$ cat config.mk
export PLATFORM = sky130hd
export DESIGN_NAME = imu_sample_frame_generator_core_flat
export DESIGN_NICKNAME = d
export VERILOG_FILES = /design/src/rtl/core/isfg_pkg.sv /design/src/rtl/core/isfg_if.sv /design/src/rtl/core/isfg_divider.sv /design/src/rtl/core/imu_sample_frame_generator_core.sv /design/src/flat_wrapper.sv
export SDC_FILE = /design/constraint.sdc
export NUM_CORES = 2
export LEC_CHECK = 0
export ABC_AREA = 1
export BUFFER_PORTS_ARGS = -buffer_cell sky130_fd_sc_hd__buf_2
export CAP_MARGIN = 20
export CORE_MARGIN = 1.5
export CORE_UTILIZATION = 40
export DETAILED_ROUTE_END_ITERATION = 7
export SLEW_MARGIN = 20
export SYNTH_ARGS = -nofsm -noshare
export SYNTH_HDL_FRONTEND = slang
export SYNTH_SLANG_ARGS = --single-unit
$ cat constraint.sdc
create_clock -name clk_i -period 5.96 [get_ports clk_i]
set_clock_uncertainty 0.15 [all_clocks]
set_input_delay 0.298 -clock clk_i [delete_from_list [all_inputs] [get_ports clk_i]]
set_output_delay 0.298 -clock clk_i [all_outputs]
set_load 0.01 [all_outputs]
$ cat src/rtl/core/isfg_pkg.sv
package isfg_pkg;

  localparam int CODE_BITS = 14;
  localparam int DIV_W     = 32;
  localparam int MV_W      = 13;
  localparam int COUNT_W   = 4;
  localparam int XY_W      = 15;
  localparam int Z_W       = 14;
  localparam int CFG_IDX_W = 1;
  localparam int CFG_DATA_W = 15;
  localparam int ACC_W     = 16;
  localparam int ACCZ_W    = 15;

  localparam logic [DIV_W-1:0] LCG_MUL   = 32'd1664525;
  localparam logic [DIV_W-1:0] LCG_ADD   = 32'd1013904223;
  localparam logic [DIV_W-1:0] GEN_RESET = 32'hDEADBEEF;
  localparam logic [DIV_W-1:0] FULL_SCALE_MV = 32'd5000;
  localparam logic [ACCZ_W-1:0] ONE_G    = 15'd16384;

  // floor(x / 5000) as ((x >> 3) * TEMP_RECIP) >> 36, exact for x below 2^29
  localparam int TEMP_PRE_SHIFT = 3;
  localparam int TEMP_RECIP_W   = 27;
  localparam logic [TEMP_RECIP_W-1:0] TEMP_RECIP = 27'd109951163;
  localparam int TEMP_SHIFT     = 36;

  localparam logic [XY_W-1:0] XY_RANGE_RESET = 15'd16384;
  localparam logic [Z_W-1:0]  Z_RANGE_RESET  = 14'd1000;

  // configuration register indexes
  localparam logic [CFG_IDX_W-1:0] CFG_XY_RANGE = 1'b0;
  localparam logic [CFG_IDX_W-1:0] CFG_Z_RANGE  = 1'b1;

  typedef struct packed {
    logic             start;
    logic [DIV_W-1:0] dividend;
    logic [DIV_W-1:0] divisor;
  } div_req_t;

  typedef struct packed {
    logic             done;
    logic [DIV_W-1:0] quotient;
    logic [DIV_W-1:0] remainder;
  } div_rsp_t;

endpackage

$ cat src/rtl/core/isfg_if.sv
// transfer word: byte count and analog reading
interface isfg_in_if;
  logic                           valid;
  logic                           ready;
  logic [isfg_pkg::COUNT_W-1:0]   transfer_count;
  logic [isfg_pkg::MV_W-1:0]      analog_millivolts;

  modport source (output valid, output transfer_count, output analog_millivolts,
                  input ready);
  modport sink   (input valid, input transfer_count, input analog_millivolts,
                  output ready);
endinterface

// reply word: temperature code and three axes
interface isfg_out_if #(
  parameter int CODE_BITS = isfg_pkg::CODE_BITS
);
  logic                          valid;
  logic                          ready;
  logic [CODE_BITS-1:0]          temperature_code;
  logic signed [isfg_pkg::ACC_W-1:0] accel_x;
  logic signed [isfg_pkg::ACC_W-1:0] accel_y;
  logic [isfg_pkg::ACCZ_W-1:0]   accel_z;

  modport source (output valid, output temperature_code, output accel_x,
                  output accel_y, output accel_z, input ready);
  modport sink   (input valid, input temperature_code, input accel_x,
                  input accel_y, input accel_z, output ready);
endinterface

$ cat src/rtl/core/isfg_divider.sv
// restoring divider, one quotient bit per cycle
module isfg_divider #(
  parameter int W = isfg_pkg::DIV_W
) (
  input  logic               clk_i,
  input  logic               rst_ni,
  input  isfg_pkg::div_req_t req_i,
  output isfg_pkg::div_rsp_t rsp_o
);

  localparam int CNT_W = $clog2(W);

  logic [W:0]       rem_q, rem_d;
  logic [W-1:0]     quo_q, quo_d;
  logic [W-1:0]     dvs_q;
  logic [CNT_W-1:0] cnt_q;
  logic             busy_q;
  logic             done_q;

  logic [W:0] shifted;
  logic [W:0] diff;

  always_comb begin
    shifted = {rem_q[W-1:0], quo_q[W-1]};
    diff    = shifted - {1'b0, dvs_q};
    if (!diff[W]) begin
      rem_d = diff;
      quo_d = {quo_q[W-2:0], 1'b1};
    end else begin
      rem_d = shifted;
      quo_d = {quo_q[W-2:0], 1'b0};
    end
  end

  always_ff @(posedge clk_i or negedge rst_ni) begin
    if (!rst_ni) begin
      busy_q <= 1'b0;
      done_q <= 1'b0;
      cnt_q  <= '0;
    end else begin
      done_q <= 1'b0;
      if (req_i.start) begin
        busy_q <= 1'b1;
        cnt_q  <= '0;
      end else if (busy_q) begin
        cnt_q <= cnt_q + 1'b1;
        if (cnt_q == CNT_W'(W - 1)) begin
          busy_q <= 1'b0;
          done_q <= 1'b1;
        end
      end
    end
  end

  always_ff @(posedge clk_i) begin
    if (req_i.start) begin
      rem_q <= '0;
      quo_q <= req_i.dividend;
      dvs_q <= req_i.divisor;
    end else if (busy_q) begin
      rem_q <= rem_d;
      quo_q <= quo_d;
    end
  end

  assign rsp_o.done      = done_q;
  assign rsp_o.quotient  = quo_q;
  assign rsp_o.remainder = rem_q[W-1:0];

endmodule

$ cat src/rtl/core/imu_sample_frame_generator_core.sv
// channel    dir  word                                              handshake
// in_i       in   transfer_count, analog_millivolts                 valid/ready
// out_o      out  temperature_code, accel_x, accel_y, accel_z       valid/ready
// cfg        in   cfg_we_i, cfg_index_i, cfg_data_i                 write enable only
//
// a word with a nonzero count has its reply built in this order: the temperature
// code by reciprocal multiply, then per axis one generator step and a pass of the
// shared restoring divider (32 steps and a done strobe), then the load into the
// output register; the next word can be taken as soon as that reply is shown
// a word with a zero count is taken and leaves no trace
// rst_ni is asynchronous and active low; the generator returns to 0xdeadbeef
// and both noise ranges to their defaults
// a finished reply waits in the output register; the sequencer holds in done
// only while an older reply has not yet been taken
module imu_sample_frame_generator_core #(
  parameter int CODE_BITS = isfg_pkg::CODE_BITS
) (
  input  logic                              clk_i,
  input  logic                              rst_ni,
  isfg_in_if.sink                           in_i,
  isfg_out_if.source                        out_o,
  input  logic                              cfg_we_i,
  input  logic [isfg_pkg::CFG_IDX_W-1:0]    cfg_index_i,
  input  logic [isfg_pkg::CFG_DATA_W-1:0]   cfg_data_i
);

  localparam int DW      = isfg_pkg::DIV_W;
  localparam int PROD_W  = isfg_pkg::MV_W + CODE_BITS;
  localparam int TQ_W    = PROD_W - isfg_pkg::TEMP_PRE_SHIFT;
  localparam int TPROD_W = TQ_W + isfg_pkg::TEMP_RECIP_W;
  localparam logic [DW-1:0] FULL = DW'((64'd1 << CODE_BITS) - 64'd1);

  // one-hot sequencer
  typedef enum logic [4:0] {
    S_IDLE  = 5'b00001,
    S_TEMP  = 5'b00010,
    S_STEP  = 5'b00100,
    S_NOISE = 5'b01000,
    S_DONE  = 5'b10000
  } state_e;

  // which axis the current noise pass serves
  typedef enum logic [1:0] {
    AXIS_X = 2'd0,
    AXIS_Y = 2'd1,
    AXIS_Z = 2'd2
  } axis_e;

  state_e state_q, state_d;
  axis_e  axis_q;

  logic [DW-1:0] gen_q;
  logic [DW-1:0] gen_next;

  logic [isfg_pkg::XY_W-1:0] xy_range_q;
  logic [isfg_pkg::Z_W-1:0]  z_range_q;

  // scaled reading divided by 8, and whether it is at or past full scale
  logic [TQ_W-1:0]                 temp_q;
  logic                            temp_sat_q;

  // staged reply
  logic [CODE_BITS-1:0]            code_q;
  logic [isfg_pkg::ACC_W-1:0]      x_q, y_q;
  logic [isfg_pkg::ACCZ_W-1:0]     z_q;

  // output register
  logic                            out_valid_q;
  logic [CODE_BITS-1:0]            out_code_q;
  logic [isfg_pkg::ACC_W-1:0]      out_x_q, out_y_q;
  logic [isfg_pkg::ACCZ_W-1:0]     out_z_q;

  isfg_pkg::div_req_t div_req;
  isfg_pkg::div_rsp_t div_rsp;

  logic              in_fire;
  logic              take_word;
  logic              load_out;
  logic [PROD_W-1:0] scaled_mv;
  logic [TPROD_W-1:0] temp_prod;
  logic [CODE_BITS-1:0] temp_code;
  logic [DW-1:0]     span;
  logic [isfg_pkg::ACC_W:0]     xy_noise;
  logic [isfg_pkg::ACCZ_W-1:0]  z_value;

  assign in_i.ready = (state_q == S_IDLE);
  assign in_fire    = in_i.valid && in_i.ready;
  assign take_word  = in_fire && (in_i.transfer_count != '0);
  assign load_out   = (state_q == S_DONE) && (!out_valid_q || out_o.ready);

  // mv * (2^CODE_BITS - 1) as a shift and subtract
  assign scaled_mv = {in_i.analog_millivolts, {CODE_BITS{1'b0}}}
                   - PROD_W'(in_i.analog_millivolts);

  // divide by 5000: the /8 happens at capture, /625 by reciprocal multiply;
  // below full scale the product stays under 2^29, where this is exact
  assign temp_prod = TPROD_W'(temp_q) * TPROD_W'(isfg_pkg::TEMP_RECIP);
  assign temp_code = temp_sat_q ? FULL[CODE_BITS-1:0]
                                : temp_prod[isfg_pkg::TEMP_SHIFT +: CODE_BITS];

  // lcg step, truncated to 32 bits
  assign gen_next = gen_q * isfg_pkg::LCG_MUL + isfg_pkg::LCG_ADD;

  // modulus 2r+1 for the axis about to be drawn
  always_comb begin
    if (axis_q == AXIS_Z) begin
      span = DW'({z_range_q, 1'b1});
    end else begin
      span = DW'({xy_range_q, 1'b1});
    end
  end

  // shared divider: noise modulus of each new generator value
  always_comb begin
    div_req.start    = (state_q == S_STEP);
    div_req.dividend = gen_next;
    div_req.divisor  = span;
  end

  isfg_divider #(
    .W (DW)
  ) u_div (
    .clk_i  (clk_i),
    .rst_ni (rst_ni),
    .req_i  (div_req),
    .rsp_o  (div_rsp)
  );

  // remainder minus r, plus one g for z; x/y remainders fit 16 bits, z remainders fit 15 bits
  assign xy_noise = {1'b0, div_rsp.remainder[isfg_pkg::ACC_W-1:0]}
                  - (isfg_pkg::ACC_W + 1)'(xy_range_q);
  assign z_value  = div_rsp.remainder[isfg_pkg::ACCZ_W-1:0] + isfg_pkg::ONE_G
                  - isfg_pkg::ACCZ_W'(z_range_q);

  always_comb begin
    state_d = state_q;
    case (state_q)
      S_IDLE:  if (take_word) state_d = S_TEMP;
      S_TEMP:  state_d = S_STEP;
      S_STEP:  state_d = S_NOISE;
      S_NOISE: begin
        if (div_rsp.done) begin
          state_d = (axis_q == AXIS_Z) ? S_DONE : S_STEP;
        end
      end
      S_DONE:  if (load_out) state_d = S_IDLE;
      default: state_d = S_IDLE;
    endcase
  end

  always_ff @(posedge clk_i or negedge rst_ni) begin
    if (!rst_ni) begin
      state_q     <= S_IDLE;
      axis_q      <= AXIS_X;
      gen_q       <= isfg_pkg::GEN_RESET;
      xy_range_q  <= isfg_pkg::XY_RANGE_RESET;
      z_range_q   <= isfg_pkg::Z_RANGE_RESET;
      out_valid_q <= 1'b0;
    end else begin
      state_q <= state_d;
      if (cfg_we_i && (cfg_index_i == isfg_pkg::CFG_XY_RANGE)) begin
        xy_range_q <= cfg_data_i[isfg_pkg::XY_W-1:0];
      end
      if (cfg_we_i && (cfg_index_i == isfg_pkg::CFG_Z_RANGE)) begin
        z_range_q <= cfg_data_i[isfg_pkg::Z_W-1:0];
      end
      if (state_q == S_STEP) begin
        gen_q <= gen_next;
      end
      if (take_word) begin
        axis_q <= AXIS_X;
      end else if ((state_q == S_NOISE) && div_rsp.done) begin
        case (axis_q)
          AXIS_X:  axis_q <= AXIS_Y;
          AXIS_Y:  axis_q <= AXIS_Z;
          default: axis_q <= AXIS_X;
        endcase
      end
      if (load_out) begin
        out_valid_q <= 1'b1;
      end else if (out_o.ready) begin
        out_valid_q <= 1'b0;
      end
    end
  end

  // reply payload, no reset needed
  always_ff @(posedge clk_i) begin
    if (take_word) begin
      temp_q     <= scaled_mv[PROD_W-1:isfg_pkg::TEMP_PRE_SHIFT];
      temp_sat_q <= (DW'(in_i.analog_millivolts) >= isfg_pkg::FULL_SCALE_MV);
    end
    if (state_q == S_TEMP) begin
      code_q <= temp_code;
    end
    if ((state_q == S_NOISE) && div_rsp.done) begin
      case (axis_q)
        AXIS_X:  x_q <= xy_noise[isfg_pkg::ACC_W-1:0];
        AXIS_Y:  y_q <= xy_noise[isfg_pkg::ACC_W-1:0];
        default: z_q <= z_value;
      endcase
    end
    if (load_out) begin
      out_code_q <= code_q;
      out_x_q    <= x_q;
      out_y_q    <= y_q;
      out_z_q    <= z_q;
    end
  end

  assign out_o.valid            = out_valid_q;
  assign out_o.temperature_code = out_code_q;
  assign out_o.accel_x          = out_x_q;
  assign out_o.accel_y          = out_y_q;
  assign out_o.accel_z          = out_z_q;

endmodule

$ cat src/flat_wrapper.sv
// flat-port wrapper written by rule: the top's interface ports become plain ports
module imu_sample_frame_generator_core_flat 
#(
  parameter int CODE_BITS = isfg_pkg::CODE_BITS
)
  (clk_i, rst_ni, cfg_we_i, cfg_index_i, cfg_data_i, in_i_valid, in_i_transfer_count, in_i_analog_millivolts, in_i_ready, out_o_valid, out_o_temperature_code, out_o_accel_x, out_o_accel_y, out_o_accel_z, out_o_ready);
  isfg_in_if in_i_i ();
  isfg_out_if #(.CODE_BITS(CODE_BITS)) out_o_i ();
  input  logic clk_i;
  input  logic rst_ni;
  input  logic cfg_we_i;
  input  logic [isfg_pkg::CFG_IDX_W-1:0] cfg_index_i;
  input  logic [isfg_pkg::CFG_DATA_W-1:0] cfg_data_i;
  input wire logic [$bits(in_i_i.valid)-1:0] in_i_valid;
  input wire logic [$bits(in_i_i.transfer_count)-1:0] in_i_transfer_count;
  input wire logic [$bits(in_i_i.analog_millivolts)-1:0] in_i_analog_millivolts;
  output wire logic [$bits(in_i_i.ready)-1:0] in_i_ready;
  output wire logic [$bits(out_o_i.valid)-1:0] out_o_valid;
  output wire logic [$bits(out_o_i.temperature_code)-1:0] out_o_temperature_code;
  output wire logic [$bits(out_o_i.accel_x)-1:0] out_o_accel_x;
  output wire logic [$bits(out_o_i.accel_y)-1:0] out_o_accel_y;
  output wire logic [$bits(out_o_i.accel_z)-1:0] out_o_accel_z;
  input wire logic [$bits(out_o_i.ready)-1:0] out_o_ready;
  assign in_i_i.valid = in_i_valid;
  assign in_i_i.transfer_count = in_i_transfer_count;
  assign in_i_i.analog_millivolts = in_i_analog_millivolts;
  assign in_i_ready = in_i_i.ready;
  assign out_o_valid = out_o_i.valid;
  assign out_o_temperature_code = out_o_i.temperature_code;
  assign out_o_accel_x = out_o_i.accel_x;
  assign out_o_accel_y = out_o_i.accel_y;
  assign out_o_accel_z = out_o_i.accel_z;
  assign out_o_i.ready = out_o_ready;
  imu_sample_frame_generator_core #(.CODE_BITS(CODE_BITS)) u_core (.clk_i(clk_i), .rst_ni(rst_ni), .in_i(in_i_i), .out_o(out_o_i), .cfg_we_i(cfg_we_i), .cfg_index_i(cfg_index_i), .cfg_data_i(cfg_data_i));
endmodule
==> reports/metrics.yaml <==
setup_path:
  arrival_ns: 6.20
  start_kind: "flip-flop"
  slowest_stage: "fa_2"
  end_kind: "flip-flop"
  cp_common_cell: "fa_2"
  path_cells: "buf_6 > fa_2 > inv_2 > fa_1 > fa_2 > fa_2 > inv_1 > fa_2 > fa_1 > inv_1 > fa_1 > inv_2 > ha_4 > nand2_2 > nor2_2 > nor3b_4 > nand4_1 > nand4_1 > nand3_1"
  worstPathMaxFanout: 4
  worst_path_largest_cell_delay_ns: 0.57
  crit_type: "flip-flop to flip-flop"
  required_ns: 6.11
drt:
  wl_per_cell_um: 18.86
  firstDrtPassIters: 5
  drc: 0
  antenna_left: 0
  vias: 27310
  wirelength_um: 104500
  drt_iter0_drc: 1609
  via_per_inst: 4.930
timing:
  setup_violations: 13
  drv_slew: 0
  fin_crit_ns: 6.048
  slew_headroom_pct: 31.46
  fmax_mhz: 165.3
  setup-tns-final_ns: -0.6318
  hold_violations: 0
  tightest_slew_ns: 1.017
  fin_crit_sh_pct: 101.5
  whs_ns: 0.04565
  rsz0062_at_grt: "true"
  setup_ws_ns: -0.08783
floorplan:
  core_area_mm2: 0.08501
  io_pins: 101
  fp.dieH_um: 295.6
  start_util_pct: 40.28
  die_x_um: 295.6
  dieArea_mm2: 0.08737
  num_rows: 107
logic_synthesis:
  synthTopCellsByCount: "1034 x inv_1, 726 x nand2_1, 457 x ha_1, 416 x fa_1, 201 x nor2_1"
  synth_most_common_cell: "inv_1"
  netlist_top_cells_area: "fa_1 24%, edfxtp_1 17%, ha_1 17%, inv_1 11%, nand2_1 8.0%"
  synth-seq-cells: 302
  syn-num-nets: 4825
  yosysSeqAreaShare_pct: 24.56
  yosys.area.top_type: "fa_1"
  synth_flop_cell: "edfxtp_1"
  synth-edff-count: 194
  synth.cell_area_mm2: 0.03424
  syn_inst: 3914
  ys.warnings.count: 0
  synth.distinct_cells: 48
  synthArstFlopShare_pct: 25.17
  avgSynthCellArea_um2: 8.748
  yosys.area.top_type_share_pct: 24.32
placement:
  hpwl_um: 86370
  gp_congestion: 0.9778
  portBuffers: 100
  dp_cells: 5404
layout:
  final_cells: 5540
  drive_above_1_share_pct: 21.63
  syn2layout_area_growth_pct: 23.48
  finalNetCount: 5272
  post-route-util_pct: 49.74
  fill_cells: 7995
global_routing:
  gr-total-overflow: 0
  grt_usage_pct: 24.26
  grt_pass1_vias: 28140
  grt_pass1_wl_um: 160600
  grt_start_max_net_pins: 62
  antenna_found_initial: 5
hold_path:
  min_path_type: "input port to asynchronous set/reset pin"
clock_network:
  cts.sinks: 302
  clockRootBuffer: "clkbuf_16"
  cts_made_buffers: 40
  clock_latency_ns: 0.59
  cts_buffer_depth: 3
  htreeDepth: 2
  cts_tree: "done"
  cts.reportedPaths.clkPinSlew_ns: 0.06
outcome:
  violations: "negative setup slack"
  status: "finished, violations left"
flow_run:
  max_cap_violations: 0
-- per-layer routing --
| layer | up-vias | track usage [%] | wire length [um] |
|---|---|---|---|
| li1 | 13070 | - | - |
| met1 | 13360 | 33.23 | 46670 |
| met2 | 731 | 40.07 | 48650 |
| met3 | 156 | 3.526 | 6243 |
| met4 | 0 | 6.567 | 2896 |
| met5 | - | 0 | 0 |
-- repair_timing --
| action | 4_1_cts | 5_1_grt |
|---|---|---|
| hold buffers | 21 | 0 |
| endpoints found under the hold margin | 65 | 0 |
| setup endpoints to repair | 30 | 42 |
| pin swaps | 71 | 241 |
| resized for setup | 193 | 394 |
| setup buffers | 12 | 27 |
-- through the flow --
stage,worst slack (ns),cell area (um2)
6_report,-0.08783,42280
2_1_floorplan,0.04321,34240
4_1_cts,-0.03090,40560
3_3_place_gp,-0.3547,38120
5_1_grt,-0.2549,42270
3_5_place_dp,-0.3714,38120
-- final cells by class --
| class | count | area [um2] | share of cell area (%) |
|---|---|---|---|
| Sequential cell | 302 | 8408 | 19.89 |
| Antenna cell | 3 | 7.507 | 0.01776 |
| Tap cell | 1144 | 1431 | 3.385 |
| Clock buffer | 53 | 1090 | 2.577 |
| Inverter | 1037 | 3909 | 9.245 |
| Multi-Input combinational cell | 2542 | 24010 | 56.78 |
| Clock inverter | 21 | 232.7 | 0.5504 |
| Timing Repair Buffer | 438 | 3196 | 7.558 |
-- registers in the layout, summed over array words and instances (netlist names), 16 cells and up --
name,cells
u_core.gen_q,32
u_core.out_o.accel_x,16
u_core.out_o.accel_y,16
u_core.temp_q,24
u_core.u_div.quo_q,32
u_core.u_div.rem_q,32
u_core.x_q,16
u_core.y_q,16
-- final timing paths --
path	cells past startpoint	slack (ns)	to	startpoint
setup / recovery	19	-0.09	u_core.code_q[6]	u_core.temp_q[12]
hold / removal	2	0.05	u_core.out_o.valid	rst_ni
setup reg to reg	19	-0.09	u_core.code_q[6]	u_core.temp_q[12]
hold reg to reg	0	0.27	u_core.out_o.accel_x[15]	u_core.x_q[15]
max in group asynchronous	3	4.54	u_core.gen_q[4]	rst_ni
min in group clk_i	2	0.09	u_core.temp_q[5]	in_i_analog_millivolts[8]
-- critical path: cells and delay by family, from the launching register on --
family,cells,cell delay (ns)
simple gates,6,0.94
buf+inv,5,0.39
fa+ha+maj,8,3.82
flops,1,0.46
-- layout by cell type, fill, tap and decap left out, drive strengths merged, types with 4 or more instances in the layout --
master,instances
dfxtp,32
nor4,10
xor2,34
o21bai,15
clkbuf,53
xnor2,27
nand4,44
nand3b,5
ha,457
dfstp,32
nand2,733
o21a,4
clkinvlp,9
edfxtp,194
nand3,158
buf,417
dfrtp,44
a21o,14
o21ai,182
nor3,33
nor2,207
or2,6
a21oi,174
clkinv,10
fa,416
a21boi,8
dlygate4sd3,21
inv,1037
-- cell families (layout without fill, tap and decap cells) --
| kind of cell | after synthesis | after routing | synth area share [%] |
|---|---|---|---|
| buf+inv | 1070 | 1549 | 11.89 |
| flops | 302 | 302 | 24.56 |
| other cells | 0 | 3 | 0 |
| simple gates | 1198 | 1198 | 14.58 |
| fa+ha+maj | 873 | 873 | 41.02 |
| xor+xnor | 61 | 61 | 1.560 |
| compound gates | 410 | 410 | 6.402 |
Power is left out: the tool's default activity adds up to more than one toggle a clock period on the data nets, which glitch-free logic cannot reach.
